--- config.mk ---
export PLATFORM = sky130hd
export DESIGN_NAME = utf8_sanitizer_flat
export DESIGN_NICKNAME = d
export VERILOG_FILES = /design/src/design/utf8s_pkg.sv /design/src/design/utf8s_in_if.sv /design/src/design/utf8s_out_if.sv /design/src/design/utf8s_front.sv /design/src/design/utf8s_queue.sv /design/src/design/utf8s_back.sv /design/src/design/utf8_sanitizer.sv /design/src/flat_wrapper.sv
export SDC_FILE = /design/constraint.sdc
export NUM_CORES = 1
export LEC_CHECK = 0
export ABC_AREA = 1
export BUFFER_PORTS_ARGS = -buffer_cell sky130_fd_sc_hd__buf_2
export CAP_MARGIN = 0
export CORE_UTILIZATION = 38
export CTS_CLUSTER_SIZE = 16
export DETAILED_ROUTE_END_ITERATION = 8
export PLACE_DENSITY = 0.61
export SYNTH_ARGS = -nofsm -noshare
export SYNTH_HDL_FRONTEND = slang
export SYNTH_SLANG_ARGS = --single-unit
--- constraint.sdc ---
create_clock -name clk -period 8.9 [get_ports clk]
set_clock_uncertainty 0.2 [all_clocks]
set_input_delay 0.89 -clock clk [delete_from_list [all_inputs] [get_ports clk]]
set_output_delay 0.89 -clock clk [all_outputs]
set_load 0.05 [all_outputs]
--- src/design/utf8s_pkg.sv ---
// ----------------------------------------------------------------------------
// utf8s_pkg
// Types, constants and the lead byte decode shared by the sanitizer modules.
// ----------------------------------------------------------------------------
package utf8s_pkg;

  localparam int unsigned MAX_OUT   = 6;
  localparam int unsigned CNT_W     = $clog2(MAX_OUT + 1);
  localparam int unsigned IDX_W     = $clog2(MAX_OUT);
  localparam int unsigned HOLD_D    = 3;
  localparam int unsigned HOLD_W    = $clog2(HOLD_D);
  localparam int unsigned QDEPTH    = 4;
  localparam int unsigned QPTR_W    = $clog2(QDEPTH);
  localparam int unsigned QCNT_W    = $clog2(QDEPTH + 1);

  localparam logic [7:0] ASCII_MAX  = 8'h7F;
  localparam logic [7:0] LEAD2_MIN  = 8'hC2;
  localparam logic [7:0] LEAD2_MAX  = 8'hDF;
  localparam logic [7:0] LEAD3_MIN  = 8'hE0;
  localparam logic [7:0] LEAD3_MAX  = 8'hEF;
  localparam logic [7:0] LEAD3_SURR = 8'hED;
  localparam logic [7:0] LEAD4_MIN  = 8'hF0;
  localparam logic [7:0] LEAD4_MAX  = 8'hF4;
  localparam logic [7:0] LOW_E0     = 8'hA0;
  localparam logic [7:0] HIGH_ED    = 8'h9F;
  localparam logic [7:0] LOW_F0     = 8'h90;
  localparam logic [7:0] HIGH_F4    = 8'h8F;
  localparam logic [7:0] CONT_LOW   = 8'h80;
  localparam logic [7:0] CONT_HIGH  = 8'hBF;
  localparam logic [7:0] REPL_B0    = 8'hEF;
  localparam logic [7:0] REPL_B1    = 8'hBF;
  localparam logic [7:0] REPL_B2    = 8'hBD;

  typedef enum logic [1:0] {
    LEAD_ASCII,
    LEAD_OPEN,
    LEAD_BAD
  } lead_kind_t;

  typedef struct packed {
    lead_kind_t kind;
    logic [2:0] len;
    logic [7:0] lo;
    logic [7:0] hi;
  } lead_info_t;

  // one accepted byte worth of output bytes
  typedef struct packed {
    logic [MAX_OUT-1:0][7:0] bytes;
    logic [CNT_W-1:0]        count;
    logic                    last;
  } job_t;

  function automatic lead_info_t decode_lead(input logic [7:0] b);
    lead_info_t info;
    info.kind = LEAD_BAD;
    info.len  = 3'd0;
    info.lo   = CONT_LOW;
    info.hi   = CONT_HIGH;
    if (b <= ASCII_MAX) begin
      info.kind = LEAD_ASCII;
    end else if (b >= LEAD2_MIN && b <= LEAD2_MAX) begin
      info.kind = LEAD_OPEN;
      info.len  = 3'd2;
    end else if (b >= LEAD3_MIN && b <= LEAD3_MAX) begin
      info.kind = LEAD_OPEN;
      info.len  = 3'd3;
      if (b == LEAD3_MIN) begin
        info.lo = LOW_E0;
      end else if (b == LEAD3_SURR) begin
        info.hi = HIGH_ED;
      end
    end else if (b >= LEAD4_MIN && b <= LEAD4_MAX) begin
      info.kind = LEAD_OPEN;
      info.len  = 3'd4;
      if (b == LEAD4_MIN) begin
        info.lo = LOW_F0;
      end else if (b == LEAD4_MAX) begin
        info.hi = HIGH_F4;
      end
    end
    return info;
  endfunction

endpackage

--- src/design/utf8s_in_if.sv ---
// ----------------------------------------------------------------------------
// utf8s_in_if
// Raw byte channel into the sanitizer.
// ----------------------------------------------------------------------------
interface utf8s_in_if;
  logic       valid;
  logic       ready;
  logic [7:0] in_byte;
  logic       stream_last;

  modport source (output valid, output in_byte, output stream_last, input ready);
  modport sink   (input valid, input in_byte, input stream_last, output ready);
endinterface

--- src/design/utf8s_out_if.sv ---
// ----------------------------------------------------------------------------
// utf8s_out_if
// Sanitized byte channel out of the sanitizer.
// ----------------------------------------------------------------------------
interface utf8s_out_if;
  logic       valid;
  logic       ready;
  logic [7:0] out_byte;
  logic       run_last;
  logic       stream_done;

  modport source (output valid, output out_byte, output run_last, output stream_done,
                  input ready);
  modport sink   (input valid, input out_byte, input run_last, input stream_done,
                  output ready);
endinterface

--- src/design/utf8s_front.sv ---
// ----------------------------------------------------------------------------
// utf8s_front
// Tracks the open sequence and turns each input byte that yields output bytes into one output job.
// ----------------------------------------------------------------------------
module utf8s_front (
  input  logic                clk,
  input  logic                rst_n,
  input  logic                in_fire,
  input  logic [7:0]          in_byte,
  input  logic                in_last,
  output logic                job_push,
  output utf8s_pkg::job_t     job
);

  logic [utf8s_pkg::HOLD_D-1:0][7:0] held_r, held_nxt;
  logic [1:0]                        hcnt_r, hcnt_nxt;
  logic [2:0]                        exp_r, exp_nxt;
  logic [7:0]                        lo_r, lo_nxt;
  logic [7:0]                        hi_r, hi_nxt;

  always_comb begin
    utf8s_pkg::lead_info_t li;
    logic [utf8s_pkg::MAX_OUT-1:0][7:0] ob;
    logic [utf8s_pkg::CNT_W-1:0] n;
    logic reopen;

    li       = utf8s_pkg::decode_lead(in_byte);
    ob       = '0;
    n        = '0;
    reopen   = 1'b0;
    held_nxt = held_r;
    hcnt_nxt = hcnt_r;
    exp_nxt  = exp_r;
    lo_nxt   = lo_r;
    hi_nxt   = hi_r;

    if (exp_r == 3'd0) begin
      reopen = 1'b1;
    end else if (in_byte >= lo_r && in_byte <= hi_r) begin
      if ({1'b0, hcnt_r} + 3'd1 >= exp_r) begin
        for (int i = 0; i < utf8s_pkg::HOLD_D; i++) begin
          if (i < int'(hcnt_r)) begin
            ob[n[utf8s_pkg::IDX_W-1:0]] = held_r[i];
            n = n + 1'b1;
          end
        end
        ob[n[utf8s_pkg::IDX_W-1:0]] = in_byte;
        n        = n + 1'b1;
        hcnt_nxt = 2'd0;
        exp_nxt  = 3'd0;
        lo_nxt   = utf8s_pkg::CONT_LOW;
        hi_nxt   = utf8s_pkg::CONT_HIGH;
      end else begin
        held_nxt[hcnt_r[utf8s_pkg::HOLD_W-1:0]] = in_byte;
        hcnt_nxt = hcnt_r + 2'd1;
        lo_nxt   = utf8s_pkg::CONT_LOW;
        hi_nxt   = utf8s_pkg::CONT_HIGH;
      end
    end else begin
      ob[0]    = utf8s_pkg::REPL_B0;
      ob[1]    = utf8s_pkg::REPL_B1;
      ob[2]    = utf8s_pkg::REPL_B2;
      n        = utf8s_pkg::CNT_W'(3);
      hcnt_nxt = 2'd0;
      exp_nxt  = 3'd0;
      lo_nxt   = utf8s_pkg::CONT_LOW;
      hi_nxt   = utf8s_pkg::CONT_HIGH;
      reopen   = 1'b1;
    end

    if (reopen) begin
      case (li.kind)
        utf8s_pkg::LEAD_ASCII: begin
          ob[n[utf8s_pkg::IDX_W-1:0]] = in_byte;
          n = n + 1'b1;
        end
        utf8s_pkg::LEAD_OPEN: begin
          held_nxt[0] = in_byte;
          hcnt_nxt    = 2'd1;
          exp_nxt     = li.len;
          lo_nxt      = li.lo;
          hi_nxt      = li.hi;
        end
        default: begin
          ob[n[utf8s_pkg::IDX_W-1:0]]        = utf8s_pkg::REPL_B0;
          ob[n[utf8s_pkg::IDX_W-1:0] + 3'd1] = utf8s_pkg::REPL_B1;
          ob[n[utf8s_pkg::IDX_W-1:0] + 3'd2] = utf8s_pkg::REPL_B2;
          n = n + utf8s_pkg::CNT_W'(3);
        end
      endcase
    end

    // end of stream flushes an open sequence
    if (in_last && exp_nxt != 3'd0) begin
      ob[n[utf8s_pkg::IDX_W-1:0]]        = utf8s_pkg::REPL_B0;
      ob[n[utf8s_pkg::IDX_W-1:0] + 3'd1] = utf8s_pkg::REPL_B1;
      ob[n[utf8s_pkg::IDX_W-1:0] + 3'd2] = utf8s_pkg::REPL_B2;
      n        = n + utf8s_pkg::CNT_W'(3);
      hcnt_nxt = 2'd0;
      exp_nxt  = 3'd0;
      lo_nxt   = utf8s_pkg::CONT_LOW;
      hi_nxt   = utf8s_pkg::CONT_HIGH;
    end

    job.bytes = ob;
    job.count = n;
    job.last  = in_last;
    job_push  = in_fire && (n != '0);
  end

  always_ff @(posedge clk) begin
    if (!rst_n) begin
      hcnt_r <= 2'd0;
      exp_r  <= 3'd0;
      lo_r   <= utf8s_pkg::CONT_LOW;
      hi_r   <= utf8s_pkg::CONT_HIGH;
    end else if (in_fire) begin
      hcnt_r <= hcnt_nxt;
      exp_r  <= exp_nxt;
      lo_r   <= lo_nxt;
      hi_r   <= hi_nxt;
    end
  end

  always_ff @(posedge clk) begin
    if (in_fire) begin
      held_r <= held_nxt;
    end
  end

endmodule

--- src/design/utf8s_queue.sv ---
// ----------------------------------------------------------------------------
// utf8s_queue
// Small job FIFO that decouples byte classification from byte emission.
// ----------------------------------------------------------------------------
module utf8s_queue (
  input  logic            clk,
  input  logic            rst_n,
  input  logic            push,
  input  utf8s_pkg::job_t push_job,
  input  logic            pop,
  output logic            full,
  output logic            empty,
  output utf8s_pkg::job_t head
);

  utf8s_pkg::job_t                 mem_r [utf8s_pkg::QDEPTH];
  logic [utf8s_pkg::QPTR_W-1:0]    wptr_r, wptr_nxt;
  logic [utf8s_pkg::QPTR_W-1:0]    rptr_r, rptr_nxt;
  logic [utf8s_pkg::QCNT_W-1:0]    cnt_r, cnt_nxt;

  assign full  = (cnt_r == utf8s_pkg::QCNT_W'(utf8s_pkg::QDEPTH));
  assign empty = (cnt_r == '0);
  assign head  = mem_r[rptr_r];

  always_comb begin
    wptr_nxt = push ? wptr_r + 1'b1 : wptr_r;
    rptr_nxt = pop ? rptr_r + 1'b1 : rptr_r;
    cnt_nxt  = cnt_r;
    if (push && !pop) begin
      cnt_nxt = cnt_r + 1'b1;
    end else if (pop && !push) begin
      cnt_nxt = cnt_r - 1'b1;
    end
  end

  always_ff @(posedge clk) begin
    if (!rst_n) begin
      wptr_r <= '0;
      rptr_r <= '0;
      cnt_r  <= '0;
    end else begin
      wptr_r <= wptr_nxt;
      rptr_r <= rptr_nxt;
      cnt_r  <= cnt_nxt;
    end
  end

  always_ff @(posedge clk) begin
    if (push) begin
      mem_r[wptr_r] <= push_job;
    end
  end

endmodule

--- src/design/utf8s_back.sv ---
// ----------------------------------------------------------------------------
// utf8s_back
// Walks the head job one byte per transaction and retires it on its last byte.
// ----------------------------------------------------------------------------
module utf8s_back (
  input  logic               clk,
  input  logic               rst_n,
  input  logic               q_empty,
  input  utf8s_pkg::job_t    q_head,
  output logic               q_pop,
  utf8s_out_if.source        out_ch
);

  logic [utf8s_pkg::IDX_W-1:0] idx_r, idx_nxt;
  logic                        at_end;
  logic                        fire;

  assign at_end = (utf8s_pkg::CNT_W'(idx_r) + utf8s_pkg::CNT_W'(1)) == q_head.count;
  assign fire   = out_ch.valid && out_ch.ready;

  assign out_ch.valid       = !q_empty;
  assign out_ch.out_byte    = q_head.bytes[idx_r];
  assign out_ch.run_last    = at_end;
  assign out_ch.stream_done = at_end && q_head.last;
  assign q_pop              = fire && at_end;

  always_comb begin
    idx_nxt = idx_r;
    if (fire) begin
      idx_nxt = at_end ? '0 : idx_r + 1'b1;
    end
  end

  always_ff @(posedge clk) begin
    if (!rst_n) begin
      idx_r <= '0;
    end else begin
      idx_r <= idx_nxt;
    end
  end

endmodule

--- src/design/utf8_sanitizer.sv ---
// ----------------------------------------------------------------------------
// utf8_sanitizer
// Streaming UTF-8 validator that replaces ill-formed subparts with U+FFFD.
//
//   channel | dir | payload                              | transaction when
//   in_ch   | in  | in_byte, stream_last                 | valid && ready
//   out_ch  | out | out_byte, run_last, stream_done      | valid && ready
//
// one input byte is taken per cycle while the job queue has room
// each input byte yields 0 to 6 output bytes, emitted one per cycle while out_ch is ready
// well-formed text runs at one byte per cycle end to end while out_ch is ready
// four-entry job queue absorbs replacement bursts; a stalled output fills it
// reset is synchronous, active low, and closes any open sequence
// ----------------------------------------------------------------------------
module utf8_sanitizer (
  input  logic          clk,
  input  logic          rst_n,
  utf8s_in_if.sink      in_ch,
  utf8s_out_if.source   out_ch
);

  logic            q_full;
  logic            q_empty;
  logic            q_pop;
  logic            job_push;
  utf8s_pkg::job_t job;
  utf8s_pkg::job_t q_head;
  logic            in_fire;

  assign in_ch.ready = !q_full;
  assign in_fire     = in_ch.valid && in_ch.ready;

  utf8s_front u_front (
    .clk      (clk),
    .rst_n    (rst_n),
    .in_fire  (in_fire),
    .in_byte  (in_ch.in_byte),
    .in_last  (in_ch.stream_last),
    .job_push (job_push),
    .job      (job)
  );

  utf8s_queue u_queue (
    .clk      (clk),
    .rst_n    (rst_n),
    .push     (job_push),
    .push_job (job),
    .pop      (q_pop),
    .full     (q_full),
    .empty    (q_empty),
    .head     (q_head)
  );

  utf8s_back u_back (
    .clk     (clk),
    .rst_n   (rst_n),
    .q_empty (q_empty),
    .q_head  (q_head),
    .q_pop   (q_pop),
    .out_ch  (out_ch)
  );

endmodule

--- src/flat_wrapper.sv ---
// flat-port wrapper written by rule: the top's interface ports become plain ports
module utf8_sanitizer_flat 
  (clk, rst_n, in_ch_valid, in_ch_in_byte, in_ch_stream_last, in_ch_ready, out_ch_valid, out_ch_out_byte, out_ch_run_last, out_ch_stream_done, out_ch_ready);
  utf8s_in_if in_ch_i ();
  utf8s_out_if out_ch_i ();
  input  logic clk;
  input  logic rst_n;
  input wire logic [$bits(in_ch_i.valid)-1:0] in_ch_valid;
  input wire logic [$bits(in_ch_i.in_byte)-1:0] in_ch_in_byte;
  input wire logic [$bits(in_ch_i.stream_last)-1:0] in_ch_stream_last;
  output wire logic [$bits(in_ch_i.ready)-1:0] in_ch_ready;
  output wire logic [$bits(out_ch_i.valid)-1:0] out_ch_valid;
  output wire logic [$bits(out_ch_i.out_byte)-1:0] out_ch_out_byte;
  output wire logic [$bits(out_ch_i.run_last)-1:0] out_ch_run_last;
  output wire logic [$bits(out_ch_i.stream_done)-1:0] out_ch_stream_done;
  input wire logic [$bits(out_ch_i.ready)-1:0] out_ch_ready;
  assign in_ch_i.valid = in_ch_valid;
  assign in_ch_i.in_byte = in_ch_in_byte;
  assign in_ch_i.stream_last = in_ch_stream_last;
  assign in_ch_ready = in_ch_i.ready;
  assign out_ch_valid = out_ch_i.valid;
  assign out_ch_out_byte = out_ch_i.out_byte;
  assign out_ch_run_last = out_ch_i.run_last;
  assign out_ch_stream_done = out_ch_i.stream_done;
  assign out_ch_i.ready = out_ch_ready;
  utf8_sanitizer u_core (.clk(clk), .rst_n(rst_n), .in_ch(in_ch_i), .out_ch(out_ch_i));
endmodule
---- Word level (Yosys, flattened, before mapping) ----
Memories as Yosys holds them, arrays and structs flattened. A register that Yosys moved wholly into a read port is not among the register bits.
Cells that the tools add are included.
word-level totals
  output and inout port bits .............. 12
  word-level logic and storage cells ...... 232
  register bits after elaboration ......... 55
  memory bits (writable) .................. 208
  memories kept ........................... 1
  bits of input ports ..................... 13
cells by class
  reduce and logical (&&, ||, !) cells .... 33
  bitwise logic cells ..................... 20
  equal/unequal tests ..................... 7
  $lt $le $gt $ge ......................... 34
  add/sub/neg operators ................... 16
  multiplexer cells ....................... 110
memory list
  memory                words  width  read ports  clocked after memory_dff  wr ports  RTL line           source
  u_core.u_queue.mem_r  4      52     1           1                         1         utf8s_queue.sv:16  utf8s_pkg::job_t mem_r [utf8s_pkg::QDEPTH];
operators by type and width
  kind                                                                number
  2-to-1 mux 48 bit                                                   12
  2-to-1 mux 8 bit                                                    29
  demux 8 bit (select 3 bit)                                          9
  bitwise mux 48 bit                                                  4
  OR 42 bit                                                           4
  case mux 48 bit (2 select lines)                                    1
  2-to-1 mux 3 bit                                                    25
  OR 36 bit                                                           2
  2-to-1 mux 24 bit                                                   2
  2-to-1 mux 21 bit                                                   2
  < comparator 3 x 4 -> 1 bit (second input constant)                 10
  == test 8 bit (second input constant)                               4
  greater-or-equal comparator 3 x 1 -> 1 bit (second input constant)  9
  AND 12 bit                                                          2
  AND 6 bit                                                           4
  binary-select mux 8 bit (select 3 bit)                              1
  bitwise mux 24 bit                                                  1
  greater-or-equal comparator 8 bit (second input constant)           3
  less-or-equal comparator 8 bit (second input constant)              3
  2-to-1 mux 6 bit                                                    4
  inverter 12 bit                                                     2
  inverter 6 bit                                                      4
  logical AND 1 bit                                                   22
  adder 3 x 1 -> 3 bit (second input constant)                        7
  other kinds (29)                                                    54

---- Longest topological paths before layout ----
Gate-level depths: netlist (run 1).
  depth in word-level cells ............... 33
  gate-level depth with buffers ........... 34
  mapped depth without buffers ............ 34

---- Modules after synthesis ----
Synthesis (run 1) repeated with hierarchy kept, for this count alone.
unflattened totals
  cells, all modules ...................... 1283
  area, all modules ....................... 13444.1 µm²
by module, submodules not included
  module          area each (µm²)  cells an instance  instances  seq. area each (µm²)
  utf8s_queue     8688.3           560                1          6426.2
  utf8s_front     4051.4           595                1          1141.1
  utf8s_back      690.7            125                1          60.1
  utf8_sanitizer  13.8             3                  1          0.0

---- Least setup slack after synthesis (run 1) ----
Ideal clock, no wire load.
  path type ............................... input to register
  from .................................... input port in_ch_in_byte[0]
  to ...................................... memory u_core.u_queue.mem_r[0][0] in the netlist's numbering, enable pin
  required time ........................... 8.238 ns
  arrival ................................. 5.683 ns
  cell stages on the path ................. 26
  setup time .............................. 0.462 ns
  buffers on the path ..................... 0
  path slack .............................. 2.555 ns
  path through ............................ clkinv_1 > ha_1 > inv_1 > nand2_1 > nand2_1 > nand2_1 > nand2_1 > nand2_1 > nand2_1 > nand2_2 > nand2_1 > inv_2 > nand2_2 > nand2_4 > ha_1 > inv_1 > o21ai_0 > inv_1 > a21oi_1 > inv_1 > ha_1 > nand3_1 > nand2_1 > nand3_4 > nand2_1 > nor2_1
between the ends
  word-level cells in the longest chain between the ends .. 16
  elaborated cells between the ends (all ways) .. 40
  classes of those cells .................. add/sub: 3; order compare: 9; eq/ne: 1; mux: 18; reduce/logical: 9
ends and longest elaborated chain
  element                                                                     RTL line            source
  start, declared                                                             flat_wrapper.sv:9   input wire logic [$bits(in_ch_i.in_byte)-1:0] in_ch_in_byte;
  branches (longest 11 deep; another with greater-or-equal comparator 8 bit)  --
  2-to-1 mux 3 bit *                                                          utf8s_front.sv:94   if (in_last && exp_nxt != 3'd0) begin
  nonzero test 3 bit *                                                        utf8s_front.sv:108  job_push = in_fire && (n != '0);
  logical AND 1 bit *                                                         utf8s_front.sv:108
  2-to-1 mux 1 bit *                                                          utf8s_queue.sv:49   if (push) begin
  2-to-1 mux 1 bit (not written as such) *                                    utf8s_queue.sv:50   mem_r[wptr_r] <= push_job;
  end, declared                                                               utf8s_queue.sv:16
Every way passes the cells marked *.

---- Worst setup path in the final report (run 1) ----
  from .................................... register u_core.u_front.hcnt_r[0]
  to ...................................... memory u_core.u_queue.mem_r[3][6] in the netlist's numbering, enable pin
between the ends
  word-level cells in the longest chain between the ends .. 28
  elaborated cells between the ends (all ways) .. 40
  classes of those cells .................. add/sub: 7; order compare: 4; mux: 25; reduce/logical: 4
ends and longest elaborated chain
  element                                   RTL line            source
  start, declared                           utf8s_front.sv:16   logic [1:0] hcnt_r, hcnt_nxt;
  start signal, assigned                    utf8s_front.sv:118  hcnt_r <= hcnt_nxt;
  < comparator 1 x 2 -> 1 bit               utf8s_front.sv:42   if (i < int'(hcnt_r)) begin
  2-to-1 mux 1 bit                          utf8s_front.sv:42
  2-to-1 mux 3 bit                          utf8s_front.sv:40   if ({1'b0, hcnt_r} + 3'd1 >= exp_r) begin
  2-to-1 mux 3 bit                          utf8s_front.sv:39   end else if (in_byte >= lo_r && in_byte <= hi_r) begin
  2-to-1 mux 3 bit                          utf8s_front.sv:37   if (exp_r == 3'd0) begin
  adder 3 x 1 -> 3 bit                      utf8s_front.sv:44   n = n + 1'b1;
  2-to-1 mux 3 bit                          utf8s_front.sv:42
  2-to-1 mux 3 bit                          utf8s_front.sv:40
  (+12 left out)                            --
  case mux 3 bit (2 select lines)           utf8s_front.sv:72   case (li.kind)
  2-to-1 mux 3 bit                          utf8s_front.sv:71   if (reopen) begin
  adder 3 x 2 -> 3 bit                      utf8s_front.sv:98   n = n + utf8s_pkg::CNT_W'(3);
  2-to-1 mux 3 bit *                        utf8s_front.sv:94
  nonzero test 3 bit *                      utf8s_front.sv:108
  logical AND 1 bit *                       utf8s_front.sv:108
  2-to-1 mux 1 bit *                        utf8s_queue.sv:49
  2-to-1 mux 1 bit (not written as such) *  utf8s_queue.sv:50
Mark *: on every way between the ends. The rest lies on a longest branch, timed or not. The select of a mux whose other input is x is not followed.

==> reports/qor.yml, run 1 <==
status: "completed"
drt_pass1_iterations: 6
overflow: 0
critPathSlowestCell: "nor2_4"
fin_util_pct: 43.5
finalPower_uw: 3930
clock_latency_ns: 0.57
r2r_cells: 22
core-area_sq_mm: 0.0327
period_minus_slack_ns: 6.08
max_freq_ghz: 0.164
setup.worst_path.start_class: "flip-flop"
dieArea_sq_mm: 0.0341
rsz0062_at_grt: "no"
ys_ff_latch: 265
clk_pin_slew_ns: 0.06
grt_max_degree: 92
routedWlPerCell_um: 19.1
row_count: 66
synth_area_leaders: "edfxtp_1 55%, nand2_1 5.6%, o21ai_0 5.4%"
maxSlewViolCount: 0
synth_most_common_cell: "edfxtp_1"
cts_hold_buffers: 0
yosysTopAreaCell: "edfxtp_1"
synth_common_cells: "232 x edfxtp_1, 189 x nand2_1, 165 x nor2_1"
cts_resized: 0
finalHoldViolCount: 0
setup_viol_count_final: 0
syn_area_sq_mm: 0.0127
tightest_slew_ns: 1.16
gr-usage-all-layers_pct: 19.6
cellPowerDensity_mw_per_mm2: 276
final_nets: 1299
grt_pass1_vias: 8921
dpl.hpwl_um: 21300
timing.final.ws_setup_ns: 2.82
yosysWarnings: 0
floorplan.initialDensity_pct: 38.8
ios: 25
leakage_uw: 0.00523
fillerInstances: 3161
pre_cts_ws_ns: 2.43
viasPerCell: 5.41
endpoint_kind: "flip-flop"
crit_family: "simple AND/OR/NAND/NOR gates"
path_buf_inv: 5
io_buffers: 24
grt_pass1_wl_um: 51300
drt-total-wl_um: 32700
crit_fanout: 30
synthArstFlopShare_pct: 0
dr_total_vias: 9279
cts.sinks: 265
drtIter0Drc: 859
cp.required_ns: 8.92
hold_path.class: "flip-flop to flip-flop"
ys_seq_area_share_pct: 60.2
hold_path_depth: 2
drive_gt1_share_pct: 10.8
ant_nets: 0
synth_top_area_share_pct: 55.0
synth_edf_count: 232
synthCells: 1238
dominantRegCellSynth: "edfxtp_1"
period_share_pct: 68.3
num_antenna_cells: 0
gp_congestion: 0.909
drc: 0
die_w_um: 185
h-tree-depth: 1
syn_avg_cell_area_sq_um: 10.2
cp_cell_sequence: "inv_1 -> ha_1 -> ha_1 -> nand2_1 -> o21a_1 -> nand2_1 -> nand2_1 -> nand3_1 -> nand2_2 -> ha_1 -> inv_1 -> o21ai_0 -> inv_1 -> a21oi_1 -> inv_1 -> ha_1 -> nand3_1 -> nand2_1 -> nand3_4 -> nand2_1 -> nor2_4 -> buf_4"
cp.depth: 22
ir_worst_vdd_v: 0.000179
maxCapViolCount: 0
slew_headroom_pct: 22.4
cts-root-buf: "clkbuf_16"
cts_buffers: 29
path_common_cell: "nand2_1"
holdWs_ns: 0.235
critPathArrivalTime_ns: 6.11
yosysUniqueCellTypes: 47
cts_buffer_depth: 3
syn2layout_area_growth_pct: 12.2
tns_ns: 0
grt_antenna_before_repair: 0
die_y_um: 185
cts_tree: "built"
crit_path_max_incr_delay_ns: 0.84
post-cts-setup-buffers: 0
critPathKind: "flip-flop to flip-flop"
[layout by cell type, fill, tap and decap left out, types with 12 or more instances in the layout]
cell type and instances:
edfxtp_1 232, nand2_1 189, nor2_1 161, o21ai_0 138, inv_1 77, a21oi_1 65, nand3_1 46, o211ai_1 41
ha_1 36, dfxtp_1 32, o221ai_1 30, clkbuf_16 29, buf_2 24, o22ai_1 21, inv_2 15, nand2_2 13
clkinv_1 12
[cell type report]
| type | instances | area [sq um] | area share (%) |
|---|---|---|---|
| Clock buffer | 38 | 769 | 5.41 |
| Clock inverter | 16 | 223 | 1.57 |
| Inverter | 101 | 384 | 2.70 |
| Multi-Input combinational cell | 817 | 4470 | 31.4 |
| Sequential cell | 265 | 7630 | 53.6 |
| Tap cell | 442 | 553 | 3.89 |
| Timing Repair Buffer | 35 | 203 | 1.42 |
[worst reg2reg max path: stages, from the launching register on]
cell     delay [ns]
dfxtp_1        0.51
inv_1          0.14
ha_1           0.35
ha_1           0.31
nand2_1        0.06
o21a_1         0.16
nand2_1        0.50
nand2_1        0.11
nand3_1        0.14
nand2_2        0.14
ha_1           0.36
inv_1          0.09
o21ai_0        0.17
inv_1          0.06
a21oi_1        0.18
inv_1          0.08
ha_1           0.27
nand3_1        0.08
nand2_1        0.11
nand3_4        0.13
nand2_1        0.25
nor2_4         0.85
buf_4          0.49
[flip-flops by register name, summed over array words and instances (netlist names), named ones only]
| signal | cells |
|---|---|
| u_core.u_queue.wptr_r | 2 |
| u_core.u_front.hcnt_r | 2 |
| u_core.u_front.exp_r | 3 |
| u_core.u_front.held_r | 24 |
| u_core.u_front.hi_r | 8 |
| u_core.u_queue.cnt_r | 3 |
| u_core.u_front.lo_r | 8 |
| u_core.u_queue.rptr_r | 2 |
| u_core.u_queue.mem_r | 208 |
| u_core.u_back.idx_r | 3 |
[worst paths after layout]
| kind | slack, ns | startpoint | endpoint |
|---|---|---|---|
| max | 2.82 | u_core.u_front.hcnt_r[0] | u_core.u_queue.mem_r[3][6] |
| min | 0.24 | u_core.u_front.hi_r[3] | u_core.u_front.hi_r[3] |
| max reg2reg | 2.82 | u_core.u_front.hcnt_r[0] | u_core.u_queue.mem_r[3][6] |
| min reg2reg | 0.24 | u_core.u_front.hi_r[3] | u_core.u_front.hi_r[3] |
[metrics by stage]
stage | std cells | instance area (sq um)
finish | 1714 | 14200
global route | 1714 | 14200
CTS | 1714 | 14200
detailed placement | 1660 | 13200
global placement | 1660 | 13200
floorplan | 1241 | 12700
[routing by layer]
metal	vias to the layer above	track usage (%)	part of all wire, %
li1	4427	-	-
met1	4504	26.9	45
met2	284	32.0	47
met3	64	2.94	5.8
met4	0	5.75	2.7
met5	-	0	0
[cell families (layout without fill, tap and decap cells)]
| logic type | Yosys count | after routing | synth area share (%) |
|---|---|---|---|
| adders and majority gates | 37 | 37 | 3.71 |
| and+or+nand+nor | 450 | 450 | 15.4 |
| AOI/OAI and AO/OA | 320 | 320 | 15.2 |
| xor gates and xnor gates | 6 | 6 | 0.563 |
| buffers and inverters | 159 | 190 | 4.92 |
| DFF | 265 | 265 | 60.2 |
| other | 1 | 4 | 0.0296 |
[power breakdown]
part           switching (uW)  internal (uW)  leakage (uW)
registers                58.0           1550       0.00242
clock network             494            756      0.000480
logic                     809            259       0.00233
(Power assumes the default switching activity.)
==> run 2, diff against run 1 <==
- clock period: 8.9 -> 5.6 ns (I/O delays scaled with it)
==> run 2 against run 1 <==
  * Final cell count is 0.41% higher
  * Critical endpoint is now u_core.u_queue.cnt_r[2]
  * Sequential cell count stayed put
  * Maximum frequency is 25% higher
  * Sequential power is 61% higher
  * Non-clock buffer count is 8 higher
==> reports/qor.yml, run 2 (synthesized netlist as in run 1, its figures left out) <==
rsz0062_at_grt: "no"
hold_path.class: "primary input to flip-flop"
ios: 25
cts-root-buf: "clkbuf_16"
rr_startpoint: "u_core.u_front.hcnt_r[0]"
cp.required_ns: 5.90
cts.sinks: 265
p_seq_share_pct: 42.5
status: "completed"
syn2layout_area_growth_pct: 12.4
timing.final.ws_setup_ns: 0.754
drtIter0Drc: 819
clkPwrFrac_pct: 29.4
die_w_um: 185
critPathKind: "flip-flop to flip-flop"
drive_gt1_share_pct: 11.3
dr_total_vias: 9275
period_minus_slack_ns: 4.85
combPwrFrac_pct: 28.1
top_register: "u_core.u_queue.mem_r"
r2r_slack_ns: 0.75
crit_path_max_incr_delay_ns: 0.50
final_common_cell: "edfxtp_1"
critPathSlowestCell: "dfxtp_1"
gr-usage-all-layers_pct: 19.2
core-area_sq_mm: 0.0327
gp_congestion: 0.939
row_count: 66
io_buffers: 24
ir_worst_vdd_v: 0.000250
drt-total-wl_um: 32400
finalHoldViolCount: 0
largest_reg_flops: 208
slew_headroom_pct: 43.7
overflow: 0
cts_buffers: 29
num_antenna_cells: 0
clk_pin_slew_ns: 0.06
leakage_uw: 0.00524
cellPowerDensity_mw_per_mm2: 427
critPathArrivalTime_ns: 5.15
dp.cells: 1668
switching_share_pct: 35.5
cts_resized: 0
cts_buffer_depth: 3
fin_cells: 1721
maxCapViolCount: 0
switchingPower_uw: 2160
setup.worst_path.start_class: "flip-flop"
clock_latency_ns: 0.57
h-tree-depth: 1
endpoint_kind: "flip-flop"
grt_antenna_before_repair: 0
post-cts-setup-buffers: 0
maxSlewViolCount: 0
grt_pass1_wl_um: 50600
viasPerCell: 5.39
die_y_um: 185
final_nets: 1307
tns_ns: 0
tightest_slew_ns: 0.845
floorplan.initialDensity_pct: 38.8
cts_tree: "built"
stdcell_area_sq_mm: 0.0142
fillerInstances: 3133
drt_pass1_iterations: 6
hold_end: "u_core.u_front.held_r[8]"
hold_path_depth: 1
routedWlPerCell_um: 18.8
top_regs: "u_core.u_queue.mem_r (208), u_core.u_front.held_r (24)"
grt_max_degree: 67
setup_viol_count_final: 0
r2r_cells: 29
dpl_cell_area_sq_mm: 0.0134
dieArea_sq_mm: 0.0341
r2r_end: "u_core.u_queue.cnt_r[2]"
drc: 0
period_share_pct: 86.5
layout_common_cells: "232 x edfxtp_1, 189 x nand2_1, 161 x nor2_1"
ant_nets: 0
pre_cts_ws_ns: 0.551
max_freq_ghz: 0.206
grt_pass1_vias: 8892
cts_hold_buffers: 0
worstHoldStart: "in_ch_in_byte[0]"
p_int_uw: 3920
finalPower_uw: 6080
crit_fanout: 9
dpl.hpwl_um: 21000
-- run 2: changes by cell type in the layout (fill, tap and decap cells not counted), sizes merged --
| cell | change |
|---|---|
| buf | +8 |
| bufinv | -4 |
| clkbuf | +1 |
| clkinv | +2 |
| clkinvlp | +1 |
| inv | -1 |
-- run 2: metal layers --
layer	GRT usage (%)	up-vias	part of all wire, %
met1	26.3	4463	45
li1	-	4433	-
met3	2.65	79	6.1
met4	7.40	0	3.4
met2	30.9	300	46
met5	0.444	-	0
-- run 2: critical path: cells and delay by family (launching register included) --
family / cells / cell delay, ns
adders and majority gates: 6 / 1.78
and+or+nand+nor: 12 / 1.10
AOI/OAI and AO/OA: 5 / 0.70
buffers and inverters: 6 / 0.51
DFF: 1 / 0.50
-- run 2: power by group through the flow --
stage,Combinational (uW),Clock (uW),Sequential (uW)
after global placement,1690,0,2620
after detailed placement,1710,0,2630
final,1710,1790,2590
after CTS,1720,1820,2590
after global routing,1870,1890,2610
after floorplan,1220,0,2570
-- run 2: area by class of cell --
| class | count | area [sq um] | share of cell area [%] |
|---|---|---|---|
| inverter | 101 | 384 | 2.70 |
| tap | 442 | 553 | 3.88 |
| clock buffer | 39 | 773 | 5.43 |
| sequential | 265 | 7630 | 53.5 |
| multi-input combinational | 817 | 4470 | 31.4 |
| clock inverter | 14 | 114 | 0.799 |
| timing repair buffer | 43 | 325 | 2.28 |
-- run 2: worst max path at each step --
stage / end / start / cells after the start
CTS: u_core.u_queue.cnt_r[2] / u_core.u_front.hcnt_r[0] / 29
finish: u_core.u_queue.cnt_r[2] / u_core.u_front.hcnt_r[0] / 29
floorplan: u_core.u_queue.mem_r[0][0] / u_core.u_front.hcnt_r[0] / 22
global placement: u_core.u_queue.cnt_r[2] / in_ch_in_byte[0] / 35
detailed placement: u_core.u_queue.cnt_r[2] / in_ch_in_byte[0] / 35
global route: u_core.u_queue.cnt_r[2] / u_core.u_front.hcnt_r[0] / 29
-- run 2: metrics by stage --
stage | util, % | hold slack (ns)
floorplan | - | 0.203
global placement | 40.9 | 0.219
detailed placement | 40.9 | 0.222
CTS | 43.6 | 0.0484
global route | 43.6 | 0.0752
finish | 43.6 | 0.0686
